[config.mk]
export PLATFORM = sky130hd
export DESIGN_NAME = washer_tick_timer_motor_reversal_core
export DESIGN_NICKNAME = d
export VERILOG_FILES = /design/src/design/wttmr_pkg.sv /design/src/design/washer_tick_timer_motor_reversal_core.sv
export VERILOG_INCLUDE_DIRS = /design/src /design/src/design
export SDC_FILE = /design/constraint.sdc
export NUM_CORES = 1
export LEC_CHECK = 0
export BUFFER_PORTS_ARGS = -buffer_cell sky130_fd_sc_hd__buf_2
export CORE_MARGIN = 8
export CORE_UTILIZATION = 49
export DETAILED_ROUTE_END_ITERATION = 10
export GPL_TIMING_DRIVEN = 1
export PLACE_DENSITY = 0.74
export SYNTH_ARGS = -nofsm -noshare
export SYNTH_HDL_FRONTEND = slang
export SYNTH_SLANG_ARGS = --single-unit
[constraint.sdc]
create_clock -name clk_i -period 2.8 [get_ports clk_i]
set_input_delay 0.42 -clock clk_i [delete_from_list [all_inputs] [get_ports clk_i]]
set_output_delay 0.42 -clock clk_i [all_outputs]
set_load 0.005 [all_outputs]
[src/design/washer_tick_timer_motor_reversal_core_macros.svh]
// ---------------------------------------------------------------------------
// Washer tick timer assertion macros
// Shared assertion forms for the tick timer core, clocked on clk_i and
// disabled while rst_ni is low.
// ---------------------------------------------------------------------------
`ifndef WASHER_TICK_TIMER_MOTOR_REVERSAL_CORE_MACROS_SVH
`define WASHER_TICK_TIMER_MOTOR_REVERSAL_CORE_MACROS_SVH

// Same-cycle implication.
`define WTTMR_ASSERT_IMPL(label, ante, cons, msg) \
  label: assert property (@(posedge clk_i) disable iff (!rst_ni) (ante) |-> (cons)) \
    else $error(msg);

// Next-cycle implication.
`define WTTMR_ASSERT_NEXT(label, ante, cons, msg) \
  label: assert property (@(posedge clk_i) disable iff (!rst_ni) (ante) |=> (cons)) \
    else $error(msg);

`endif

[src/design/wttmr_pkg.sv]
// ---------------------------------------------------------------------------
// Washer tick timer package
// Types, register indexes, run state codes and reset values.
// ---------------------------------------------------------------------------
package wttmr_pkg;

  localparam int unsigned CfgIdxW = 3;
  localparam int unsigned CntW    = 8;
  localparam int unsigned BitCntW = 3;

  // Configuration register indexes
  localparam logic [CfgIdxW-1:0] REG_REVERSE_PERIOD   = 3'd0;
  localparam logic [CfgIdxW-1:0] REG_TICKS_PER_MINUTE = 3'd1;
  localparam logic [CfgIdxW-1:0] REG_IDLE_LIMIT       = 3'd2;
  localparam logic [CfgIdxW-1:0] REG_FILL_LIMIT       = 3'd3;
  localparam logic [CfgIdxW-1:0] REG_DRAIN_LIMIT      = 3'd4;

  // Reset values of the configuration registers
  localparam logic [CntW-1:0] RST_REVERSE_PERIOD   = 8'd10;
  localparam logic [CntW-1:0] RST_TICKS_PER_MINUTE = 8'd120;
  localparam logic [CntW-1:0] RST_IDLE_LIMIT       = 8'd10;
  localparam logic [CntW-1:0] RST_FILL_LIMIT       = 8'd10;
  localparam logic [CntW-1:0] RST_DRAIN_LIMIT      = 8'd5;

  // Run state codes
  localparam logic [1:0] RUN_ACTIVE  = 2'd0;
  localparam logic [1:0] RUN_IDLE    = 2'd1;
  localparam logic [1:0] RUN_SUSPEND = 2'd2;

  typedef enum logic [2:0] {
    ST_IDLE = 3'b001,
    ST_DIV  = 3'b010,
    ST_DONE = 3'b100
  } state_e;

endpackage

[src/design/washer_tick_timer_motor_reversal_core.sv]
// ---------------------------------------------------------------------------
// Washer tick timer with low-speed motor reversal
// Half-second tick processor: minute counters, motor stop/reverse control
// and latched power-off / fault-reset requests.
// ---------------------------------------------------------------------------
// Each input request is one half-second tick. The core takes no new tick
// until it is done with the last one: it captures the request, runs a
// shared 9-bit compare-and-subtract unit that produces the tick count
// modulo reverse_period one dividend bit at a time, and then commits the
// new state and presents the result. in_stall_o is high from the first
// divide step until the commit. The commit waits while an earlier result
// is still stalled at the output. The result fields are driven straight
// from the state registers, which only change at a commit. Configuration
// writes belong to idle periods; an index above four is ignored.
module washer_tick_timer_motor_reversal_core
  import wttmr_pkg::*;
(
  input  logic                clk_i,
  input  logic                rst_ni,
  // configuration write port
  input  logic                cfg_we_i,
  input  logic [CfgIdxW-1:0]  cfg_idx_i,
  input  logic [CntW-1:0]     cfg_data_i,
  // tick request channel
  input  logic                in_valid_i,
  output logic                in_stall_o,
  input  logic [1:0]          run_state_i,
  input  logic                rotate_request_i,
  input  logic                high_speed_request_i,
  input  logic                fill_open_i,
  input  logic                drain_request_i,
  input  logic                clear_rotate_i,
  input  logic                clear_fill_i,
  input  logic                clear_drain_i,
  // result channel
  output logic                out_valid_o,
  input  logic                out_stall_i,
  output logic                motor_on_o,
  output logic                motor_left_o,
  output logic                motor_fast_o,
  output logic [CntW-1:0]     rotate_minutes_o,
  output logic                power_off_request_o,
  output logic                fault_reset_request_o
);

  // Configuration registers
  logic [CntW-1:0] reverse_period_q, ticks_per_minute_q;
  logic [CntW-1:0] idle_limit_q, fill_limit_q, drain_limit_q;

  // Architectural state
  logic [CntW-1:0] tick_q, idle_min_q, fill_min_q, drain_min_q, rot_min_q;
  logic            motor_q, left_q, fast_q, power_off_q, fault_q;
  logic [CntW-1:0] tick_d, idle_min_d, fill_min_d, drain_min_d, rot_min_d;
  logic            motor_d, left_d, fast_d, power_off_d, fault_d;

  // Sequencer
  state_e               state_q, state_d;
  logic [BitCntW-1:0]   bit_cnt_q;
  logic                 out_valid_q, out_valid_d;

  // Captured request
  logic [1:0]      run_q;
  logic            rot_req_q, fast_req_q, fill_req_q, drain_req_q;
  logic            clr_rot_q, clr_fill_q, clr_drain_q;
  logic [CntW-1:0] tick_inc_q;

  // Shared divider unit
  logic [CntW-1:0] dividend_q, rem_q, rem_d;
  logic [CntW:0]   trial;
  logic [CntW-1:0] diff;
  logic            trial_ge;

  logic in_fire, out_fire, commit;
  logic div_last, out_quiet;

  assign in_fire    = in_valid_i && (state_q == ST_IDLE);
  assign out_fire   = out_valid_q && !out_stall_i;
  assign commit     = (state_q == ST_DONE) && (!out_valid_q || !out_stall_i);
  assign in_stall_o = (state_q != ST_IDLE);
  assign div_last   = (state_q == ST_DIV) && (bit_cnt_q == '0);
  assign out_quiet  = !out_valid_q && (state_q != ST_DONE);

  // One restoring-division step: shift in the next dividend bit, subtract
  // the period when it fits.
  assign trial    = {rem_q, dividend_q[CntW-1]};
  assign diff     = trial[CntW-1:0] - reverse_period_q;
  assign trial_ge = (trial >= {1'b0, reverse_period_q});
  assign rem_d    = trial_ge ? diff : trial[CntW-1:0];

  // Sequencer next state
  always_comb begin
    state_d     = state_q;
    out_valid_d = out_valid_q;
    if (out_fire) begin
      out_valid_d = 1'b0;
    end
    case (state_q)
      ST_IDLE: begin
        if (in_valid_i) begin
          state_d = ST_DIV;
        end
      end
      ST_DIV: begin
        if (bit_cnt_q == '0) begin
          state_d = ST_DONE;
        end
      end
      ST_DONE: begin
        if (commit) begin
          out_valid_d = 1'b1;
          state_d     = ST_IDLE;
        end
      end
      default: begin
        state_d = ST_IDLE;
      end
    endcase
  end

  // Tick update, evaluated on the captured request and the finished remainder
  always_comb begin
    logic            hit;
    logic [CntW-1:0] idle_inc, fill_inc, drain_inc;

    hit = (reverse_period_q == '0) ? (tick_inc_q == '0) : (rem_q == '0);

    // Clears come first
    rot_min_d   = clr_rot_q   ? '0 : rot_min_q;
    fill_min_d  = clr_fill_q  ? '0 : fill_min_q;
    drain_min_d = clr_drain_q ? '0 : drain_min_q;

    tick_d      = tick_q;
    idle_min_d  = idle_min_q;
    motor_d     = motor_q;
    left_d      = left_q;
    fast_d      = fast_q;
    power_off_d = power_off_q;
    fault_d     = fault_q;

    idle_inc  = idle_min_q + 1'b1;
    fill_inc  = fill_min_d + 1'b1;
    drain_inc = drain_min_d + 1'b1;

    if (run_q != RUN_SUSPEND) begin
      tick_d = tick_inc_q;

      // Motor: stop or reverse on the low-speed period, engage high speed right
      if (rot_req_q) begin
        if (!fast_req_q && hit) begin
          if (motor_q) begin
            motor_d = 1'b0;
          end else begin
            left_d  = !left_q;
            motor_d = 1'b1;
          end
        end else if (fast_req_q && !fast_q) begin
          left_d  = 1'b0;
          fast_d  = 1'b1;
          motor_d = 1'b1;
        end else if (!fast_req_q && fast_q) begin
          fast_d = 1'b0;
        end
      end else begin
        motor_d = 1'b0;
      end

      // Minute boundary
      if (tick_inc_q >= ticks_per_minute_q) begin
        tick_d = '0;
        if (run_q == RUN_IDLE) begin
          idle_min_d = idle_inc;
          if (idle_inc >= idle_limit_q) begin
            power_off_d = 1'b1;
          end
        end
        if (fill_req_q) begin
          fill_min_d = fill_inc;
          if (fill_inc >= fill_limit_q) begin
            fault_d = 1'b1;
          end
        end
        if (drain_req_q) begin
          drain_min_d = drain_inc;
          if (drain_inc >= drain_limit_q) begin
            fault_d = 1'b1;
          end
        end
        if (rot_req_q) begin
          rot_min_d = rot_min_d + 1'b1;
        end
      end
    end
  end

  // Control and architectural state
  always_ff @(posedge clk_i or negedge rst_ni) begin
    if (!rst_ni) begin
      state_q            <= ST_IDLE;
      out_valid_q        <= 1'b0;
      bit_cnt_q          <= '0;
      reverse_period_q   <= RST_REVERSE_PERIOD;
      ticks_per_minute_q <= RST_TICKS_PER_MINUTE;
      idle_limit_q       <= RST_IDLE_LIMIT;
      fill_limit_q       <= RST_FILL_LIMIT;
      drain_limit_q      <= RST_DRAIN_LIMIT;
      tick_q             <= '0;
      idle_min_q         <= '0;
      fill_min_q         <= '0;
      drain_min_q        <= '0;
      rot_min_q          <= '0;
      motor_q            <= 1'b0;
      left_q             <= 1'b0;
      fast_q             <= 1'b0;
      power_off_q        <= 1'b0;
      fault_q            <= 1'b0;
    end else begin
      state_q     <= state_d;
      out_valid_q <= out_valid_d;

      // Load the step count on accept, count down while dividing
      if (in_fire) begin
        bit_cnt_q <= BitCntW'(CntW - 1);
      end else if (state_q == ST_DIV) begin
        bit_cnt_q <= bit_cnt_q - 1'b1;
      end

      if (cfg_we_i) begin
        case (cfg_idx_i)
          REG_REVERSE_PERIOD:   reverse_period_q   <= cfg_data_i;
          REG_TICKS_PER_MINUTE: ticks_per_minute_q <= cfg_data_i;
          REG_IDLE_LIMIT:       idle_limit_q       <= cfg_data_i;
          REG_FILL_LIMIT:       fill_limit_q       <= cfg_data_i;
          REG_DRAIN_LIMIT:      drain_limit_q      <= cfg_data_i;
          default: ;
        endcase
      end

      if (commit) begin
        tick_q      <= tick_d;
        idle_min_q  <= idle_min_d;
        fill_min_q  <= fill_min_d;
        drain_min_q <= drain_min_d;
        rot_min_q   <= rot_min_d;
        motor_q     <= motor_d;
        left_q      <= left_d;
        fast_q      <= fast_d;
        power_off_q <= power_off_d;
        fault_q     <= fault_d;
      end
    end
  end

  // Request capture and divider datapath
  always_ff @(posedge clk_i) begin
    if (in_fire) begin
      run_q       <= run_state_i;
      rot_req_q   <= rotate_request_i;
      fast_req_q  <= high_speed_request_i;
      fill_req_q  <= fill_open_i;
      drain_req_q <= drain_request_i;
      clr_rot_q   <= clear_rotate_i;
      clr_fill_q  <= clear_fill_i;
      clr_drain_q <= clear_drain_i;
      tick_inc_q  <= tick_q + 1'b1;
      dividend_q  <= tick_q + 1'b1;
      rem_q       <= '0;
    end else if (state_q == ST_DIV) begin
      dividend_q <= {dividend_q[CntW-2:0], 1'b0};
      rem_q      <= rem_d;
    end
  end

  // Result fields come straight from the state registers
  assign out_valid_o           = out_valid_q;
  assign motor_on_o            = motor_q;
  assign motor_left_o          = left_q;
  assign motor_fast_o          = fast_q;
  assign rotate_minutes_o      = rot_min_q;
  assign power_off_request_o   = power_off_q;
  assign fault_reset_request_o = fault_q;

`include "washer_tick_timer_motor_reversal_core_macros.svh"

  `WTTMR_ASSERT_NEXT(a_busy_after_accept, in_fire, state_q == ST_DIV, "divider not started")
  `WTTMR_ASSERT_NEXT(a_div_ends_in_done, div_last, state_q == ST_DONE, "divider did not finish")
  `WTTMR_ASSERT_NEXT(a_result_from_commit, out_quiet, !out_valid_q, "result without commit")

endmodule

After elaboration in Yosys (flattened, before gate mapping)
Index checks and enable logic that the tools add are counted.
{"block": "word_totals", "register_bits": 125, "latch_bits": 0, "ram_bits": 0, "rom_bits": 0, "input_bits": 25, "output_inout_bits": 15, "mem_count": 0}
{"block": "op_classes", "add_sub_neg": 7, "mul": 0, "div_mod_pow": 0, "magnitude_cmp": 5, "eq_ne": 15, "n_shift": 0, "mux": 39, "bitwise": 1, "reduce_logical": 33}
{"cell": "8-bit two-way mux", "n": 16}
{"cell": "8-bit by 1-bit adder with 8-bit output, second input constant", "n": 5}
{"cell": "8-bit >= comparator", "n": 4}
{"cell": "8-bit zero test", "n": 3}
{"cell": "1-bit two-way mux", "n": 17}
{"cell": "3-bit two-way mux", "n": 5}
{"cell": "5-bit AND reduction", "n": 3}
{"cell": "2-bit AND reduction", "n": 6}
{"cell": "3-bit by 2-bit equality test with 1-bit output, second input constant", "n": 3}
{"cell": "9-bit by 8-bit >= comparator with 1-bit output", "n": 1}
{"cell": "3-bit one-hot mux with 3 select lines", "n": 1}
{"cell": "3-bit AND reduction", "n": 3}
{"cell": "2-bit inequality test, second input constant", "n": 4}
{"cell": "8-bit subtractor", "n": 1}
{"cell": "3-bit by 1-bit equality test with 1-bit output, second input constant", "n": 2}
{"cell": "3-bit equality test, second input constant", "n": 2}
{"cell": "1-bit logical AND", "n": 6}
{"cell": "3-bit zero test", "n": 2}
{"cell": "3-bit by 1-bit inequality test with 1-bit output, second input constant", "n": 2}
{"cell": "2-bit nonzero test", "n": 3}
{"cell": "1-bit zero test", "n": 5}
{"cell": "4-bit AND reduction", "n": 1}
{"cell": "3-bit by 1-bit subtractor with 3-bit output, second input constant", "n": 1}
{"cell": "2-bit by 1-bit equality test with 1-bit output, second input constant", "n": 1}
{"cell": "3 further kinds", "n": 3}

Depth between registers and ports, before layout
{"block": "depth", "word_depth": 7, "mapped_depth": 14, "depth_no_buf": 13}

Least setup slack after synthesis
No wires, ideal clock.
{"block": "synth_timing", "path_kind": "register -> register", "startpoint": "reg clr_drain_q", "endpoint": "reg fault_q (netlist: fault_reset_request_o)", "setup_ns": 0.118, "arrival_ns": 2.387, "slack_ns": 0.295, "path_stages_with_launch": 13, "path_buffers": 1, "synth_period_minus_slack_ns": 2.505, "path_cell_list": "edfxtp_1 > buf_2 > nor2b_1 > ha_1 > and3_1 > and3_1 > xnor2_1 > ha_1 > a21o_1 > a22o_1 > o21ai_0 > nand3_1 > a21o_1"}
{"block": "synth_via", "elab_chain_cells": 5}
{"item": "start: declaration", "line": "washer_tick_timer_motor_reversal_core.sv:64", "text": "logic clr_rot_q, clr_fill_q, clr_drain_q;"}
{"item": "start signal: assignment", "line": "washer_tick_timer_motor_reversal_core.sv:263", "text": "clr_drain_q <= clear_drain_i;"}
{"item": "8-bit two-way mux", "line": "washer_tick_timer_motor_reversal_core.sv:130", "text": "drain_min_d = clr_drain_q ? '0 : drain_min_q;"}
{"item": "8-bit by 1-bit adder with 8-bit output", "line": "washer_tick_timer_motor_reversal_core.sv:142", "text": "drain_inc = drain_min_d + 1'b1;"}
{"item": "8-bit >= comparator", "line": "washer_tick_timer_motor_reversal_core.sv:184", "text": "if (drain_inc >= drain_limit_q) begin"}
{"item": "1-bit two-way mux", "line": "washer_tick_timer_motor_reversal_core.sv:184"}
{"item": "1-bit two-way mux", "line": "washer_tick_timer_motor_reversal_core.sv:182", "text": "if (drain_req_q) begin"}
{"item": "end signal: assignment", "line": "washer_tick_timer_motor_reversal_core.sv:248", "text": "fault_q <= fault_d;"}
{"item": "end: declaration", "line": "washer_tick_timer_motor_reversal_core.sv:52", "text": "logic motor_q, left_q, fast_q, power_off_q, fault_q;"}
Every way passes these cells.
A chain may end at the register's enable or synchronous reset.

Final worst setup path
{"block": "layout_timing", "startpoint": "reg clr_fill_q", "endpoint": "reg fault_q (netlist: fault_reset_request_o)"}
{"block": "layout_via", "elab_chain_cells": 7}
{"item": "start: declaration", "line": "washer_tick_timer_motor_reversal_core.sv:64"}
{"item": "start signal: assignment", "line": "washer_tick_timer_motor_reversal_core.sv:262", "text": "clr_fill_q <= clear_fill_i;"}
{"item": "8-bit two-way mux (*)", "line": "washer_tick_timer_motor_reversal_core.sv:129", "text": "fill_min_d = clr_fill_q ? '0 : fill_min_q;"}
{"item": "8-bit by 1-bit adder with 8-bit output (*)", "line": "washer_tick_timer_motor_reversal_core.sv:141", "text": "fill_inc = fill_min_d + 1'b1;"}
{"item": "8-bit >= comparator (*)", "line": "washer_tick_timer_motor_reversal_core.sv:178", "text": "if (fill_inc >= fill_limit_q) begin"}
{"item": "1-bit two-way mux (*)", "line": "washer_tick_timer_motor_reversal_core.sv:178"}
{"item": "1-bit two-way mux (*)", "line": "washer_tick_timer_motor_reversal_core.sv:176", "text": "if (fill_req_q) begin"}
{"item": "1-bit two-way mux", "line": "washer_tick_timer_motor_reversal_core.sv:184"}
{"item": "1-bit two-way mux (*)", "line": "washer_tick_timer_motor_reversal_core.sv:182"}
Mark *: on every way between the ends. The rest lies on a longest branch, timed or not.

==> impl_results.md <==
- Max clock buf depth: 2
- CP required: 3.11 ns
- Chip Width: 133 µm
- Clock share of power: 34.7%
- Kind of end point of the critical path: register
- Site row count: 43
- Initial Util: 49.4%
- Worst R2R Setup Slack: 0.18 ns
- First-pass GRT wire length: 24700 µm
- Die H: 133 µm
- YS warnings: 0
- Setup Viol. Count Final: 0
- Sw frac: 31.6%
- Fin crit period: 2.62 ns
- Die area: 0.0178 mm²
- Critical path arrival: 2.94 ns
- Hold crit path type: in -> async
- Post-cts hold buffer count: 0
- Initial DRC Count: 314
- Pleak: 3.60 nW
- GRT Residual Overflow: 0
- TritonCTS clock tree: built
- Synthesized instance count: 672
- Largest net degree at the start of global routing: 50
- RSZ-0062 raised after global routing: false
- Worst Path Max Fanout: 10
- Postcts setup bufs: 0
- Post-Syn Area: 0.00675 mm²
- Most frequent cells in the layout: nand2_1, dfrtp_1, o21ai_0
- Clock Latency Late Sink: 0.42 ns
- Final TNS setup: 0 ns
- Avg WL per Cell: 16.0 µm
- Post-DP HPWL: 10900 µm
- Area Growth Syn to Fin: 15.0%
- Synth unique cells: 71
- Slew of the pin with the lowest slew margin: 0.706 ns
- Core Area: 0.0137 mm²
- Syn nets: 746
- Number of global-route vias before repair: 5190
- Clock slew at reported path FFs: 0.06 ns
- Slew headroom: 52.6%
- Most frequently used flop master after synthesis: dfrtp_1
- Share of cells above drive strength 1: 16.9%
- GRT Overall Usage: 17.3%
- Ys async rst share: 73.6%
- Sequential Power Share: 38.7%
- Detailed Routing Iterations Pass 1: 4
- Worst clock skew: 0.00876 ns
- Syn Area/Cell: 10.0 µm²
- Vias per cell: 5.45
- Antenna cells: 0
- Initial antenna violation count: 0
- Number of synthesized flops with an enable pin: 25
- Most common cell after layout, fill and taps aside: nand2_1
- P_int: 0.00437 W
- Pre-CTS WS: 0.230 ns
- Remaining DRCs: 0
- Vias: 5013
- Sequential share of the synthesized area: 47.9%
- Max Slew Vio Count: 0
- Max Freq: 381 MHz
- Hold Vio Cnt, Final: 0
- Post-Route WL: 14700 µm
- Root Buffer: clkbuf_16
- Nets@finish: 800
- WS Path Type: reg -> reg
- I/O Buffers: 39
- Status: finished clean
- I/O pins: 40
- Startpoint Class: register
- Num CTS Buffers: 17
- Register bit count reported by yosys: 125
- Final Wtd Congestion: 0.844
- Switching pwr: 0.00202 W
- Fin crit share: 93.7%
- CTS H-tree depth: 4
- Clk sink count: 125
- Peak VDD IR: 0.485 mV
- Cell area power density: 824 mW/mm²
- Antenna viol nets, final: 0
- Final Worst Setup Slack: 0.176 ns
- MaxCap Viol Count: 0
- Combinational Power Share: 26.5%
- PostCTS Resize Cnt: 0
## critical path, stage by stage (launching register included)
cell	delay, ns
edfxtp_1	0.53
nor2b_2	0.19
and3_1	0.19
and3_1	0.23
nand3_1	0.11
xor2_1	0.21
nor2_1	0.07
ha_1	0.30
a21oi_1	0.15
o21ai_0	0.09
o21ai_0	0.18
nand3_1	0.10
a21o_1	0.18
## layer usage
layer	track usage [%]	wire, µm
met1	20.6	6580
met2	28.5	7180
met3	4.67	604
met4	8.11	314
met5	0	0
## flip-flops by register name, summed over array words and instances (netlist names), 8 cells and up
| name | flops |
|---|---|
| dividend_q | 8 |
| drain_limit_q | 8 |
| drain_min_q | 8 |
| fill_limit_q | 8 |
| fill_min_q | 8 |
| idle_limit_q | 8 |
| idle_min_q | 8 |
| rem_q | 8 |
| reverse_period_q | 8 |
| rotate_minutes_o | 8 |
| tick_inc_q | 8 |
| tick_q | 8 |
| ticks_per_minute_q | 8 |
## cells in the mapped netlist, types with 2 or more instances
cell       count  share of area [%]
xor2_1        22                2.9
nand4_1        8               0.74
mux2_2        13                2.2
o21ai_1        2               0.15
nor3_1         6               0.45
dfrtp_1       79                 29
o2111ai_1      3               0.39
dfstp_2       13                5.1
o21ai_0       52                3.9
nor2_1        28                1.6
nand2_1      129                7.2
a21oi_1       11               0.82
xnor2_1       27                3.5
nor2b_1       10               0.93
clkbuf_1       5               0.28
and3_1         9               0.83
a21o_1         5               0.56
and2_1         2               0.19
or2_2          3               0.28
edfxtp_1      25                 11
mux2i_1       12                1.8
nand2b_1       7               0.65
nor2_2         2               0.19
inv_1         47                2.6
dfxtp_1        8                2.4
buf_2          5               0.37
o31a_1         2               0.26
o21a_1         2               0.22
a31oi_1        3               0.28
and2b_1        2               0.22
nor4_1         6               0.56
nand3_1       23                1.7
o211a_1        2               0.30
ha_1          48                8.9
a211oi_1       2               0.22
o21bai_1       3               0.33
nor3b_1        2               0.22
a22o_1         7               0.91
buf_6          5               0.83
## worst paths after layout
kind	startpoint	depth (start not counted)	end
max in group asynchronous	rst_ni	2	state_q[0]
max	clr_fill_q	12	fault_reset_request_o
min reg2reg	fault_reset_request_o	1	fault_reset_request_o
min	rst_ni	1	idle_limit_q[0]
min in group clk_i	run_state_i[0]	1	run_q[0]
max reg2reg	clr_fill_q	12	fault_reset_request_o
## power by group through the flow
stage | combinational, W | clock (W) | sequential [W]
global route | 0.00189 | 0.00233 | 0.00251
CTS | 0.00169 | 0.00225 | 0.00247
floorplan | 0.00129 | 0 | 0.00242
detailed placement | 0.00167 | 0 | 0.00250
finish | 0.00169 | 0.00222 | 0.00248
global placement | 0.00158 | 0 | 0.00249
## through the flow
step / hold slack (ns) / utilization (%) / power [W] / instances / area [µm²]
5_1_grt: 0.0640 / 56.7 / 0.00674 / 919 / 7750
6_report: 0.0214 / 56.7 / 0.00639 / 919 / 7750
2_1_floorplan: 0.124 / - / 0.00371 / 672 / 6750
3_5_place_dp: 0.462 / 52.3 / 0.00417 / 887 / 7150
4_1_cts: 0.0358 / 56.7 / 0.00642 / 919 / 7750
3_3_place_gp: 0.458 / 52.3 / 0.00406 / 887 / 7150
## area by class of cell
cell class	count	area [µm²]
multi-input combinational	483	3230
tap	180	225
clock buffer	21	492
fill	1189	5910
clock inverter	11	113
timing repair buffer	51	288
inverter	48	180
sequential	125	3230
## cells by family after synthesis
kind of cell,share of synthesized area [%]
buf+inv,4.27
fa+ha+maj,9.20
compound gates,11.0
simple gates,17.1
flops,47.9
xor+xnor,6.36
mux,4.12
No activity file was read; power rests on OpenSTA's default activity.
